`src/lmbg_pkg.sv`:
```
// Package for the lane multiplicative generator: payload structs, state codes,
// register and request codes, and the constant functions that build the jump table.
// No dependencies.
`default_nettype none

package lmbg_pkg;

    // generator constants
    localparam int unsigned LANES_DEF = 16;
    localparam int unsigned WORD_W    = 31;
    localparam int unsigned SKIP_W    = 21;
    localparam int unsigned JUMP_W    = $clog2(SKIP_W);
    localparam logic [WORD_W-1:0] MULT_BASE = 31'd48271;

    typedef logic [WORD_W-1:0] word_t;
    typedef logic [SKIP_W-1:0][WORD_W-1:0] jump_tab_t;

    // request kinds
    localparam logic [1:0] REQ_RESEED = 2'd0;
    localparam logic [1:0] REQ_SKIP   = 2'd1;
    localparam logic [1:0] REQ_DRAW   = 2'd2;

    // register indexes
    localparam logic REG_SEED   = 1'b0;
    localparam logic REG_THRESH = 1'b1;

    // register reset values
    localparam word_t SEED_RST   = 31'd1;
    localparam word_t THRESH_RST = 31'd1073741823;

    typedef struct packed {
        logic [1:0]  req_type;
        logic [20:0] skip_count;
        logic [4:0]  lane_count;
    } in_item_t;

    typedef struct packed {
        logic [15:0] outcome_bits;
        logic [1:0]  done_kind;
    } out_item_t;

    typedef enum logic [2:0] {
        ST_IDLE,
        ST_LOAD,
        ST_JUMP,
        ST_SCALE,
        ST_DONE
    } state_t;

    // product modulo 2^31
    function automatic word_t mul_low(input word_t a, input word_t b);
        logic [2*WORD_W-1:0] p;
        p = {{WORD_W{1'b0}}, a} * {{WORD_W{1'b0}}, b};
        return p[WORD_W-1:0];
    endfunction

    // base raised to e, evaluated at elaboration
    function automatic word_t pow_base(input int unsigned e);
        word_t acc;
        acc = 31'd1;
        for (int unsigned i = 0; i < e; i++)
        begin
            acc = mul_low(acc, MULT_BASE);
        end
        return acc;
    endfunction

    // table of base^(2^i), evaluated at elaboration
    function automatic jump_tab_t build_jump_table();
        jump_tab_t tab;
        word_t     m;
        m = MULT_BASE;
        for (int unsigned i = 0; i < SKIP_W; i++)
        begin
            tab[i] = m;
            m = mul_low(m, m);
        end
        return tab;
    endfunction

endpackage

`default_nettype wire

```
`src/lane_mcg_bernoulli_generator.sv`:
```
// Top level of the lane multiplicative generator with Bernoulli draws.
// Depends on lmbg_pkg for payload structs, state codes and constant tables.
`default_nettype none

// LANES generator lanes, each a 31-bit state stepped by x = 48271*x mod 2^31, kept in
// a one-read one-write lane memory with registered read. One item is handled at a time;
// the length of each pass is set by the single shared 31x31 multiplier, which handles
// one lane or one jump-table bit per cycle, and by the memory's one read port. A skip
// first folds 48271^skip_count over the 21 count bits, then scales every lane. After
// reset a load pass writes 48271^k into lane k, with in_ready low. A finished result
// waits in an output register while the next item is taken.
module lane_mcg_bernoulli_generator #(
    parameter int unsigned LANES = lmbg_pkg::LANES_DEF
) (
    input  wire logic                 clk,
    input  wire logic                 rst_n,
    input  wire logic                 in_valid,
    output logic                      in_ready,
    input  wire lmbg_pkg::in_item_t   in_item,
    output logic                      out_valid,
    input  wire logic                 out_ready,
    output lmbg_pkg::out_item_t       out_item,
    input  wire logic                 psel,
    input  wire logic                 penable,
    input  wire logic                 pwrite,
    input  wire logic [2:0]           paddr,
    input  wire logic [31:0]          pwdata,
    output logic [31:0]               prdata,
    output logic                      pready
);

    localparam int unsigned IDX_W = (LANES > 1) ? $clog2(LANES) : 1;
    localparam int unsigned CNT_W = $clog2(LANES + 1);
    localparam logic [4:0]  WantMax = 5'((LANES < 16) ? LANES : 16);
    localparam lmbg_pkg::word_t    DrawMult = lmbg_pkg::pow_base(LANES);
    localparam lmbg_pkg::jump_tab_t JumpTab = lmbg_pkg::build_jump_table();

    lmbg_pkg::state_t state_reg, state_next;

    lmbg_pkg::word_t seed_reg, thresh_reg;
    lmbg_pkg::word_t v_reg, v_next;
    lmbg_pkg::word_t m_reg, m_next;
    logic [CNT_W-1:0] idx_reg, idx_next;
    logic [CNT_W-1:0] rd_cnt_reg, rd_cnt_next;
    logic [lmbg_pkg::JUMP_W-1:0] j_reg, j_next;
    logic [lmbg_pkg::SKIP_W-1:0] skip_reg, skip_next;
    logic [1:0]  kind_reg, kind_next;
    logic [4:0]  want_reg, want_next;
    logic        init_reg, init_next;
    logic        p1_valid_reg, p1_valid_next;
    logic [IDX_W-1:0] p1_idx_reg, p1_idx_next;
    logic        p2_valid_reg, p2_valid_next;
    logic [IDX_W-1:0] p2_idx_reg, p2_idx_next;
    lmbg_pkg::word_t p2_prod_reg, p2_prod_next;
    logic [15:0] bits_reg, bits_next;
    logic        out_valid_reg, out_valid_next;
    lmbg_pkg::out_item_t out_item_reg, out_item_next;

    // lane memory
    lmbg_pkg::word_t lane_mem [LANES];
    lmbg_pkg::word_t rdata_reg;
    logic            mem_we;
    logic [IDX_W-1:0] mem_waddr;
    logic [IDX_W-1:0] mem_raddr;
    lmbg_pkg::word_t mem_wdata;

    // shared multiplier
    lmbg_pkg::word_t mult_a, mult_b, prod;

    logic in_accept;
    logic slot_free;
    logic load_last, jump_last, scale_last, rd_go;
    logic cfg_we;
    logic [3:0] bit_pos;

    assign in_accept  = in_valid && in_ready;
    assign slot_free  = !out_valid_reg || out_ready;
    assign load_last  = (idx_reg == CNT_W'(LANES - 1));
    assign jump_last  = (j_reg == lmbg_pkg::JUMP_W'(lmbg_pkg::SKIP_W - 1));
    assign rd_go      = (state_reg == lmbg_pkg::ST_SCALE) && (rd_cnt_reg < CNT_W'(LANES));
    assign scale_last = (rd_cnt_reg == CNT_W'(LANES)) && !p1_valid_reg && !p2_valid_reg;
    assign prod       = lmbg_pkg::mul_low(mult_a, mult_b);
    assign bit_pos    = 4'(p2_idx_reg);

    // configuration port
    assign cfg_we = psel && penable && pwrite && pready;
    assign pready = 1'b1;

    always_comb
    begin
        case (paddr[2])
            lmbg_pkg::REG_SEED:   prdata = {1'b0, seed_reg};
            lmbg_pkg::REG_THRESH: prdata = {1'b0, thresh_reg};
            default:              prdata = '0;
        endcase
    end

    always_ff @(posedge clk or negedge rst_n)
    begin
        if (!rst_n)
        begin
            seed_reg   <= lmbg_pkg::SEED_RST;
            thresh_reg <= lmbg_pkg::THRESH_RST;
        end
        else if (cfg_we)
        begin
            if (paddr[2] == lmbg_pkg::REG_SEED)
            begin
                seed_reg <= pwdata[30:0];
            end
            else
            begin
                thresh_reg <= pwdata[30:0];
            end
        end
    end

    // next state
    always_comb
    begin
        state_next = state_reg;
        case (state_reg)
            lmbg_pkg::ST_IDLE:
            begin
                if (in_accept)
                begin
                    case (in_item.req_type)
                        lmbg_pkg::REQ_RESEED: state_next = lmbg_pkg::ST_LOAD;
                        lmbg_pkg::REQ_SKIP:   state_next = lmbg_pkg::ST_JUMP;
                        lmbg_pkg::REQ_DRAW:   state_next = lmbg_pkg::ST_SCALE;
                        default:              state_next = lmbg_pkg::ST_IDLE;
                    endcase
                end
            end
            lmbg_pkg::ST_LOAD:
            begin
                if (load_last)
                begin
                    state_next = init_reg ? lmbg_pkg::ST_IDLE : lmbg_pkg::ST_DONE;
                end
            end
            lmbg_pkg::ST_JUMP:
            begin
                if (jump_last)
                begin
                    state_next = lmbg_pkg::ST_SCALE;
                end
            end
            lmbg_pkg::ST_SCALE:
            begin
                if (scale_last)
                begin
                    state_next = lmbg_pkg::ST_DONE;
                end
            end
            lmbg_pkg::ST_DONE:
            begin
                if (slot_free)
                begin
                    state_next = lmbg_pkg::ST_IDLE;
                end
            end
            default: state_next = lmbg_pkg::ST_IDLE;
        endcase
    end

    // outputs and datapath
    always_comb
    begin
        in_ready       = 1'b0;
        v_next         = v_reg;
        m_next         = m_reg;
        idx_next       = idx_reg;
        rd_cnt_next    = rd_cnt_reg;
        j_next         = j_reg;
        skip_next      = skip_reg;
        kind_next      = kind_reg;
        want_next      = want_reg;
        init_next      = init_reg;
        p1_valid_next  = 1'b0;
        p1_idx_next    = rd_cnt_reg[IDX_W-1:0];
        p2_valid_next  = p1_valid_reg;
        p2_idx_next    = p1_idx_reg;
        p2_prod_next   = prod;
        bits_next      = bits_reg;
        out_valid_next = out_valid_reg && !out_ready;
        out_item_next  = out_item_reg;
        mult_a         = v_reg;
        mult_b         = lmbg_pkg::MULT_BASE;
        mem_we         = 1'b0;
        mem_waddr      = idx_reg[IDX_W-1:0];
        mem_wdata      = v_reg;
        mem_raddr      = rd_cnt_reg[IDX_W-1:0];
        case (state_reg)
            lmbg_pkg::ST_IDLE:
            begin
                in_ready = 1'b1;
                if (in_accept)
                begin
                    kind_next   = in_item.req_type;
                    bits_next   = '0;
                    idx_next    = '0;
                    rd_cnt_next = '0;
                    j_next      = '0;
                    init_next   = 1'b0;
                    skip_next   = in_item.skip_count;
                    want_next   = '0;
                    v_next      = (seed_reg == '0) ? 31'd1 : seed_reg;
                    m_next      = 31'd1;
                    if (in_item.req_type == lmbg_pkg::REQ_DRAW)
                    begin
                        m_next    = DrawMult;
                        want_next = (in_item.lane_count > WantMax) ? WantMax
                                                                   : in_item.lane_count;
                    end
                end
            end
            lmbg_pkg::ST_LOAD:
            begin
                // write one lane, step the running power
                mem_we   = 1'b1;
                v_next   = prod;
                idx_next = idx_reg + CNT_W'(1);
            end
            lmbg_pkg::ST_JUMP:
            begin
                // fold one count bit into the jump multiplier
                mult_a = m_reg;
                mult_b = JumpTab[j_reg];
                if (skip_reg[j_reg])
                begin
                    m_next = prod;
                end
                j_next = j_reg + lmbg_pkg::JUMP_W'(1);
            end
            lmbg_pkg::ST_SCALE:
            begin
                // read, multiply, write back, one lane per cycle
                mult_a        = rdata_reg;
                mult_b        = m_reg;
                p1_valid_next = rd_go;
                if (rd_go)
                begin
                    rd_cnt_next = rd_cnt_reg + CNT_W'(1);
                end
                if (p2_valid_reg)
                begin
                    mem_we    = 1'b1;
                    mem_waddr = p2_idx_reg;
                    mem_wdata = p2_prod_reg;
                    if ((7'(p2_idx_reg) < 7'(want_reg)) && (p2_prod_reg <= thresh_reg))
                    begin
                        bits_next[bit_pos] = 1'b1;
                    end
                end
            end
            lmbg_pkg::ST_DONE:
            begin
                if (slot_free)
                begin
                    out_valid_next             = 1'b1;
                    out_item_next.outcome_bits = bits_reg;
                    out_item_next.done_kind    = kind_reg;
                end
            end
            default:
            begin
                in_ready = 1'b0;
            end
        endcase
    end

    // control registers
    always_ff @(posedge clk or negedge rst_n)
    begin
        if (!rst_n)
        begin
            state_reg     <= lmbg_pkg::ST_LOAD;
            init_reg      <= 1'b1;
            v_reg         <= 31'd1;
            idx_reg       <= '0;
            rd_cnt_reg    <= '0;
            j_reg         <= '0;
            p1_valid_reg  <= 1'b0;
            p2_valid_reg  <= 1'b0;
            out_valid_reg <= 1'b0;
        end
        else
        begin
            state_reg     <= state_next;
            init_reg      <= init_next;
            v_reg         <= v_next;
            idx_reg       <= idx_next;
            rd_cnt_reg    <= rd_cnt_next;
            j_reg         <= j_next;
            p1_valid_reg  <= p1_valid_next;
            p2_valid_reg  <= p2_valid_next;
            out_valid_reg <= out_valid_next;
        end
    end

    // payload registers
    always_ff @(posedge clk)
    begin
        m_reg        <= m_next;
        skip_reg     <= skip_next;
        kind_reg     <= kind_next;
        want_reg     <= want_next;
        p1_idx_reg   <= p1_idx_next;
        p2_idx_reg   <= p2_idx_next;
        p2_prod_reg  <= p2_prod_next;
        bits_reg     <= bits_next;
        out_item_reg <= out_item_next;
    end

    // lane memory, one write and one registered read per cycle
    always_ff @(posedge clk)
    begin
        if (mem_we)
        begin
            lane_mem[mem_waddr] <= mem_wdata;
        end
        rdata_reg <= lane_mem[mem_raddr];
    end

    assign out_valid = out_valid_reg;
    assign out_item  = out_item_reg;

`ifndef SYNTHESIS
    // lane memory is only written during a load or scale pass
    assert property (@(posedge clk) disable iff (!rst_n)
        mem_we |-> (state_reg == lmbg_pkg::ST_LOAD || state_reg == lmbg_pkg::ST_SCALE))
        else $error("lane memory written outside a pass");

    // a blocked result keeps the finished item waiting
    assert property (@(posedge clk) disable iff (!rst_n)
        (state_reg == lmbg_pkg::ST_DONE && out_valid_reg && !out_ready)
        |=> state_reg == lmbg_pkg::ST_DONE)
        else $error("result dropped while output register full");

    // scale pipeline drains before the pass ends
    assert property (@(posedge clk) disable iff (!rst_n)
        (p1_valid_reg || p2_valid_reg) |-> state_reg == lmbg_pkg::ST_SCALE)
        else $error("scale pipeline active outside scale pass");

    // read counter never passes the lane count
    assert property (@(posedge clk) disable iff (!rst_n)
        rd_cnt_reg <= CNT_W'(LANES))
        else $error("lane read counter overran");
`endif

endmodule

`default_nettype wire
```
`config.mk`:
```
export PLATFORM = sky130hd
export DESIGN_NAME = lane_mcg_bernoulli_generator
export DESIGN_NICKNAME = d
export VERILOG_FILES = /design/src/lmbg_pkg.sv /design/src/lane_mcg_bernoulli_generator.sv
export SDC_FILE = /design/constraint.sdc
export NUM_CORES = 2
export LEC_CHECK = 0
export BUFFER_PORTS_ARGS = -buffer_cell sky130_fd_sc_hd__buf_2
export CAP_MARGIN = 20
export CORE_MARGIN = 3
export CORE_UTILIZATION = 40
export DETAILED_ROUTE_END_ITERATION = 12
export HOLD_SLACK_MARGIN = 0.08
export PLACE_DENSITY = 0.64
export REMOVE_ABC_BUFFERS = 1
export SYNTH_ARGS = -nofsm -noshare
export SYNTH_HDL_FRONTEND = slang
export SYNTH_SLANG_ARGS = --single-unit
```
`constraint.sdc`:
```
create_clock -name clk -period 12.7 [get_ports clk]
set_clock_uncertainty 0.1 [all_clocks]
set_input_delay 2.54 -clock clk [delete_from_list [all_inputs] [get_ports clk]]
set_output_delay 2.54 -clock clk [all_outputs]
set_load 0.005 [all_outputs]
```
Word level (Yosys, flattened, before mapping) --
Memories as Yosys holds them, arrays and structs flattened. A register that Yosys moved wholly into a read port is not among the register bits. Cells that the tools add are included. W data, S select, Z words.
Cells by class: $mul 1, order comparisons 7, mux-type cells 45, bitwise operators 3, equal/unequal tests 18, reduce and logical (&&, ||, !) cells 31, add/subtract/negate cells 3
Operator list (count):
- $mux W31 | 8
- $pmux W31 S2 | 4
- $pmux W32 S2 | 1
- $mux W16 | 3
- $pmux W16 S2 | 1
- $le A31 B31 Y1 | 1
- $logic_not A31 Y1 | 1
- $mul A31 B31 Y31 | 1
- $pmux W5 S2 | 3
- $mux W3 | 6
- $ne A2 B2 Y1 const B | 8
- $or A16 B16 Y16 | 1
- $add A5 B1 Y5 const B | 3
- $mux W5 | 3
- $pmux W3 S5 | 1
- $reduce_and A2 Y1 | 6
- $eq A5 B5 Y1 const B | 2
- $logic_and A1 B1 Y1 | 9
- $mux W1 | 9
- $mux W4 | 2
- $eq A3 B2 Y1 const B | 2
- $lt A5 B6 Y1 const B | 1
- $pmux W2 S3 | 1
- $reduce_and A3 Y1 | 2
- 23 further kinds | 29
Word-level totals: output and inout bits 53, logic and storage cells 132, register bits after elaboration 247, memories kept 2, bits in read-only memories 992, input port bits 70, RAM bits 496
Memory list:
- (name not given) | depth 32, bits a word 31, rd ports 1, clocked after memory_dff 0, write ports 0, RTL line lane_mcg_bernoulli_generator.sv:229 | mult_b = JumpTab[j_reg];
- lane_mem | depth 16, bits a word 31, rd ports 1, clocked after memory_dff 1, write ports 1, RTL line lane_mcg_bernoulli_generator.sv:60 | lmbg_pkg::word_t lane_mem [LANES];

Longest topological paths before layout --
depth after elaboration 8, depth in mapped cells 36, gate-level depth less buffers 33

Worst setup path after synthesis --
Ideal clock, no wire load.
path kind reg2reg, start register state_reg[0], end register m_reg[30] (data pin), path buffers 7, setup slack 3799 ps, data arrival time 8538 ps, stages on the path, launching flop included 35, path through dfstp_2 -> buf_6 -> buf_4 -> buf_2 -> buf_4 -> buf_2 -> buf_2 -> mux2i_1 -> o21a_1 -> clkbuf_1 -> nor2_1 -> fa_1 -> fa_1 -> fa_1 -> inv_1 -> fa_1 -> inv_1 -> fa_1 -> inv_1 -> fa_1 -> inv_1 -> fa_1 -> fa_1 -> ha_1 -> a21o_1 -> a21o_1 -> a211o_1 -> a221o_1 -> a21oi_1 -> o21a_1 -> o21bai_1 -> a21o_1 -> a31oi_1 -> xnor2_1 -> o21ai_1
On the way: word-level cells in the longest chain between the ends 5
Ends and longest elaborated chain:
- start: declaration | RTL line lane_mcg_bernoulli_generator.sv:38 | lmbg_pkg::state_t state_reg, state_next;
- start signal: assignment | RTL line lane_mcg_bernoulli_generator.sv:278 | state_reg <= lmbg_pkg::ST_LOAD;
- start signal: assignment | RTL line lane_mcg_bernoulli_generator.sv:290 | state_reg <= state_next;
- $eq A3 B2 Y1 | RTL line lane_mcg_bernoulli_generator.sv:194 | case (state_reg)
- $pmux W31 S2 | RTL line lane_mcg_bernoulli_generator.sv:194
- $mul A31 B31 Y31 | RTL line lmbg_pkg.sv:53 | p = {{WORD_W{1'b0}}, a} * {{WORD_W{1'b0}}, b};
- $mux W31 | RTL line lane_mcg_bernoulli_generator.sv:230 | if (skip_reg[j_reg])
- $pmux W31 S2 (*) | RTL line lane_mcg_bernoulli_generator.sv:194
- net m_next[30] | RTL line lane_mcg_bernoulli_generator.sv:42 | lmbg_pkg::word_t m_reg, m_next;
- end signal: assignment | RTL line lane_mcg_bernoulli_generator.sv:305 | m_reg <= m_next;
- end: declaration | RTL line lane_mcg_bernoulli_generator.sv:42
Mark *: on every way through the listed nets, which the timed path passes. The rest lies on a longest branch. The select of a mux whose other input is x is not followed. A chain may end at the register's enable or synchronous reset.

Final worst setup path --
start register state_reg[1], end register m_reg[23] (data pin)
Same word-level chain as after synthesis.

==> metrics.csv <==
stage,metric,value,unit
placement,gp weighted congestion,0.975,
detailed_routing,Routed Antenna Nets,0,
critical_path,Crit. End Element,flop,
global_routing,first-pass GRT wire length,197000,um
critical_path,Critical Path AT,10.45,ns
placement,DP HPWL,92000,um
global_routing,initial antenna violation count,2,
cells_and_area,antenna diode count,0,
timing,RSZ-0062 raised after global routing,no,
detailed_routing,WL met2,60900,um
cells_and_area,largest register by flop count,lane_mem,
synthesis,Seq cells post-synth,774,
cells_and_area,Seq. cell area,0.0220,mm^2
cells_and_area,"Cell Count, Final, Fillers Out",5184,
cts,clk_lat worst skew,0.63,ns
synthesis,Avg Inst Size Synth,13.2,um^2
global_routing,largest net degree at the start of global routing,64,
cts,Worst-path clk slew,0.07,ns
synthesis,"Seq/Total Area, Yosys",0.477,
synthesis,Gate Count Post-Synth,3504,
critical_path,CP peak stage delay,0.87,ns
die,area of the core,0.113,mm^2
cells_and_area,Area Overhead vs Synth,11.3,%
detailed_routing,DR WL met3,12300,um
timing,Hold WS,0.223,ns
cells_and_area,layout cells sized above 1,0.190,
timing,Max Transition Viols Final,0,
timing,Final Cycle Share,0.804,
cts,H-tree Lvls,3,
worst_hold_path,HP Class,flop to flop,
synthesis,Post-Syn Area,0.0461,mm^2
synthesis,Synth Flop Type,edfxtp_1,
detailed_routing,via count,29000,
cells_and_area,Layout fillers,10100,
cts,CTS Buf Count,75,
synthesis,Yosys Warn Count,0,
synthesis,Synth cell types,84,
global_routing,GRT Total Usage,0.222,
die,IO Pins,123,
die,Die H,346,um
die,Starting Density,0.407,
timing,Max-slew headroom,0.216,
detailed_routing,drt pass-1 iters,8,
status,outcome,finished clean,
detailed_routing,Top Metal Used,met4,
timing,# setup viols final,0,
die,DIE WIDTH,346,um
cts,Clock Tree Root,clkbuf_16,
detailed_routing,initial DRC count,2955,
critical_path,CP Launch Type,flop,
worst_hold_path,min-delay src,p1_idx_reg[2]$_DFF_P_,
detailed_routing,vias per cell,5.58,
cts,post-CTS resize count,0,
die,# rows,123,
critical_path,critical path type,flop to flop,
critical_path,critical path's most frequent cell,fa_1,
timing,Final min period,10.21,ns
placement,PortBufs,117,
cells_and_area,NumNets Final,4243,
placement,placed cell count,5048,
critical_path,Critical Path Start,state_reg[1]$_DFFE_PN0P_,
critical_path,Crit path buffers/inverters,4,
timing,setup tns final,0,ns
synthesis,Post-synth EDFFs,589,
detailed_routing,routed len/inst,25.6,um
global_routing,gr ovfl total,0,
critical_path,worst flop-to-flop path startpoint,state_reg[1]$_DFFE_PN0P_,
timing,Slew @ Worst Pin,1.18,ns
cts,CTS hold repair buffers,0,
timing,"Hold Violations, Final",0,
global_routing,vias in the first global route,30100,
cells_and_area,Multi-input gate area,0.0220,mm^2
detailed_routing,final WL,133000,um
cts,Post-CTS Setup Bufs,0,
die,Die ar.,0.119,mm^2
critical_path,largest fanout on the critical path,58,
critical_path,CP max stage cell,dfrtp_1,
cts,Clock Sinks,774,
cts,Longest Clk Path Bufs,3,
critical_path,Critical Path RT,12.95,ns
detailed_routing,WL met1,53600,um
job,max_cap viols,0,
critical_path,CP top delay family,adder cells,
cts,CTS tree,yes,
cells_and_area,Largest register FFs,496,
detailed_routing,# DRC,0,
synthesis,fraction of registers with async set/reset,0.149,
timing,FMAX,98.0,MHz
-- cells in the final DEF, fill, tap and decap left out, types with 37 or more instances in the layout --
cell         n
and2_1      39
mux4_2     161
mux2_2     131
edfxtp_1   589
xnor2_1     61
o21ai_0     91
dfrtp_1     77
fa_1       380
a21oi_1     65
clkbuf_16   81
inv_1      439
buf_2      117
buf_4       87
dfxtp_1     70
mux2i_1     37
nor2_1     270
ha_1       168
nand2_1    354
-- synth_stat cells, types with 37 or more instances --
master / instances / area share
xnor2_1: 61 / 0.012
mux2_2: 131 / 0.032
a21oi_1: 65 / 0.0071
mux4_2: 161 / 0.079
o21ai_0: 95 / 0.010
mux2i_1: 37 / 0.0080
dfxtp_1: 70 / 0.030
edfxtp_1: 589 / 0.38
clkbuf_1: 107 / 0.0087
ha_1: 168 / 0.046
nand2_1: 354 / 0.029
nor2_1: 288 / 0.023
fa_1: 380 / 0.16
and2_1: 40 / 0.0054
inv_1: 439 / 0.036
dfrtp_1: 81 / 0.044
-- stage by stage --
stage / utilization / cell area [um^2] / worst slack (ns)
2_1_floorplan: - / 45500 / 3.27
3_3_place_gp: 0.430 / 48700 / 2.69
3_5_place_dp: 0.430 / 48800 / 2.62
4_1_cts: 0.452 / 51300 / 2.59
5_1_grt: 0.452 / 51300 / 1.97
6_report: 0.452 / 51300 / 2.49
-- worst register-to-register path, cell delays in order (launching register included) --
cell and delay [ns]:
dfrtp_1 0.87, nand2b_2 0.46, buf_4 0.45, a21oi_1 0.56, nand2_1 0.78, nand2_1 0.29, fa_1 0.46, fa_1 0.49
fa_1 0.56, inv_1 0.05, fa_1 0.51, inv_1 0.06, fa_1 0.55, inv_1 0.05, fa_1 0.50, fa_1 0.42
ha_1 0.37, o21a_1 0.21, o211ai_1 0.27, a21oi_1 0.10, a211o_1 0.29, nor3_1 0.37, nor2b_1 0.09, o21ai_0 0.16
nand2b_1 0.09, xnor2_1 0.67, o21ai_0 0.15
-- worst paths after layout --
path / to / slack [ns] / cells past startpoint
setup / recovery: m_reg[23]$_DFFE_PP_ / 2.49 / 26
hold / removal: bit_pos[2]$_DFF_P_ / 0.22 / 0
setup reg to reg: m_reg[23]$_DFFE_PP_ / 2.49 / 26
hold reg to reg: bit_pos[2]$_DFF_P_ / 0.22 / 0
max in group asynchronous: seed_reg[17]$_DFFE_PN0P_ / 9.41 / 2
min in group asynchronous: seed_reg[11]$_DFFE_PN0P_ / 1.79 / 1
-- logic make-up after synthesis --
logic type / synth area share
AO/OA/AOI/OAI: 0.0482
XOR/XNOR: 0.0175
adder cells (fa/ha/maj): 0.211
buffers and inverters: 0.0501
flip-flops: 0.477
multiplexers: 0.119
other: 0.000163
AND/OR/NAND/NOR: 0.0776
-- layer usage --
layer  vias up  track usage
met4         0       0.0901
met3       262       0.0403
met1     15000        0.306
met5         -            0
li1      12300            -
met2      1399        0.348
-- cell type report --
cell class | count | area share
tap | 1500 | 0.0366
clock inverter | 39 | 0.00883
clock buffer | 97 | 0.0411
sequential | 774 | 0.429
multi-input combinational | 2127 | 0.428
timing repair buffer | 205 | 0.0244
inverter | 442 | 0.0323
Power is left out: the tool's default activity adds up to more than one toggle a clock period on the data nets, which glitch-free logic cannot reach.
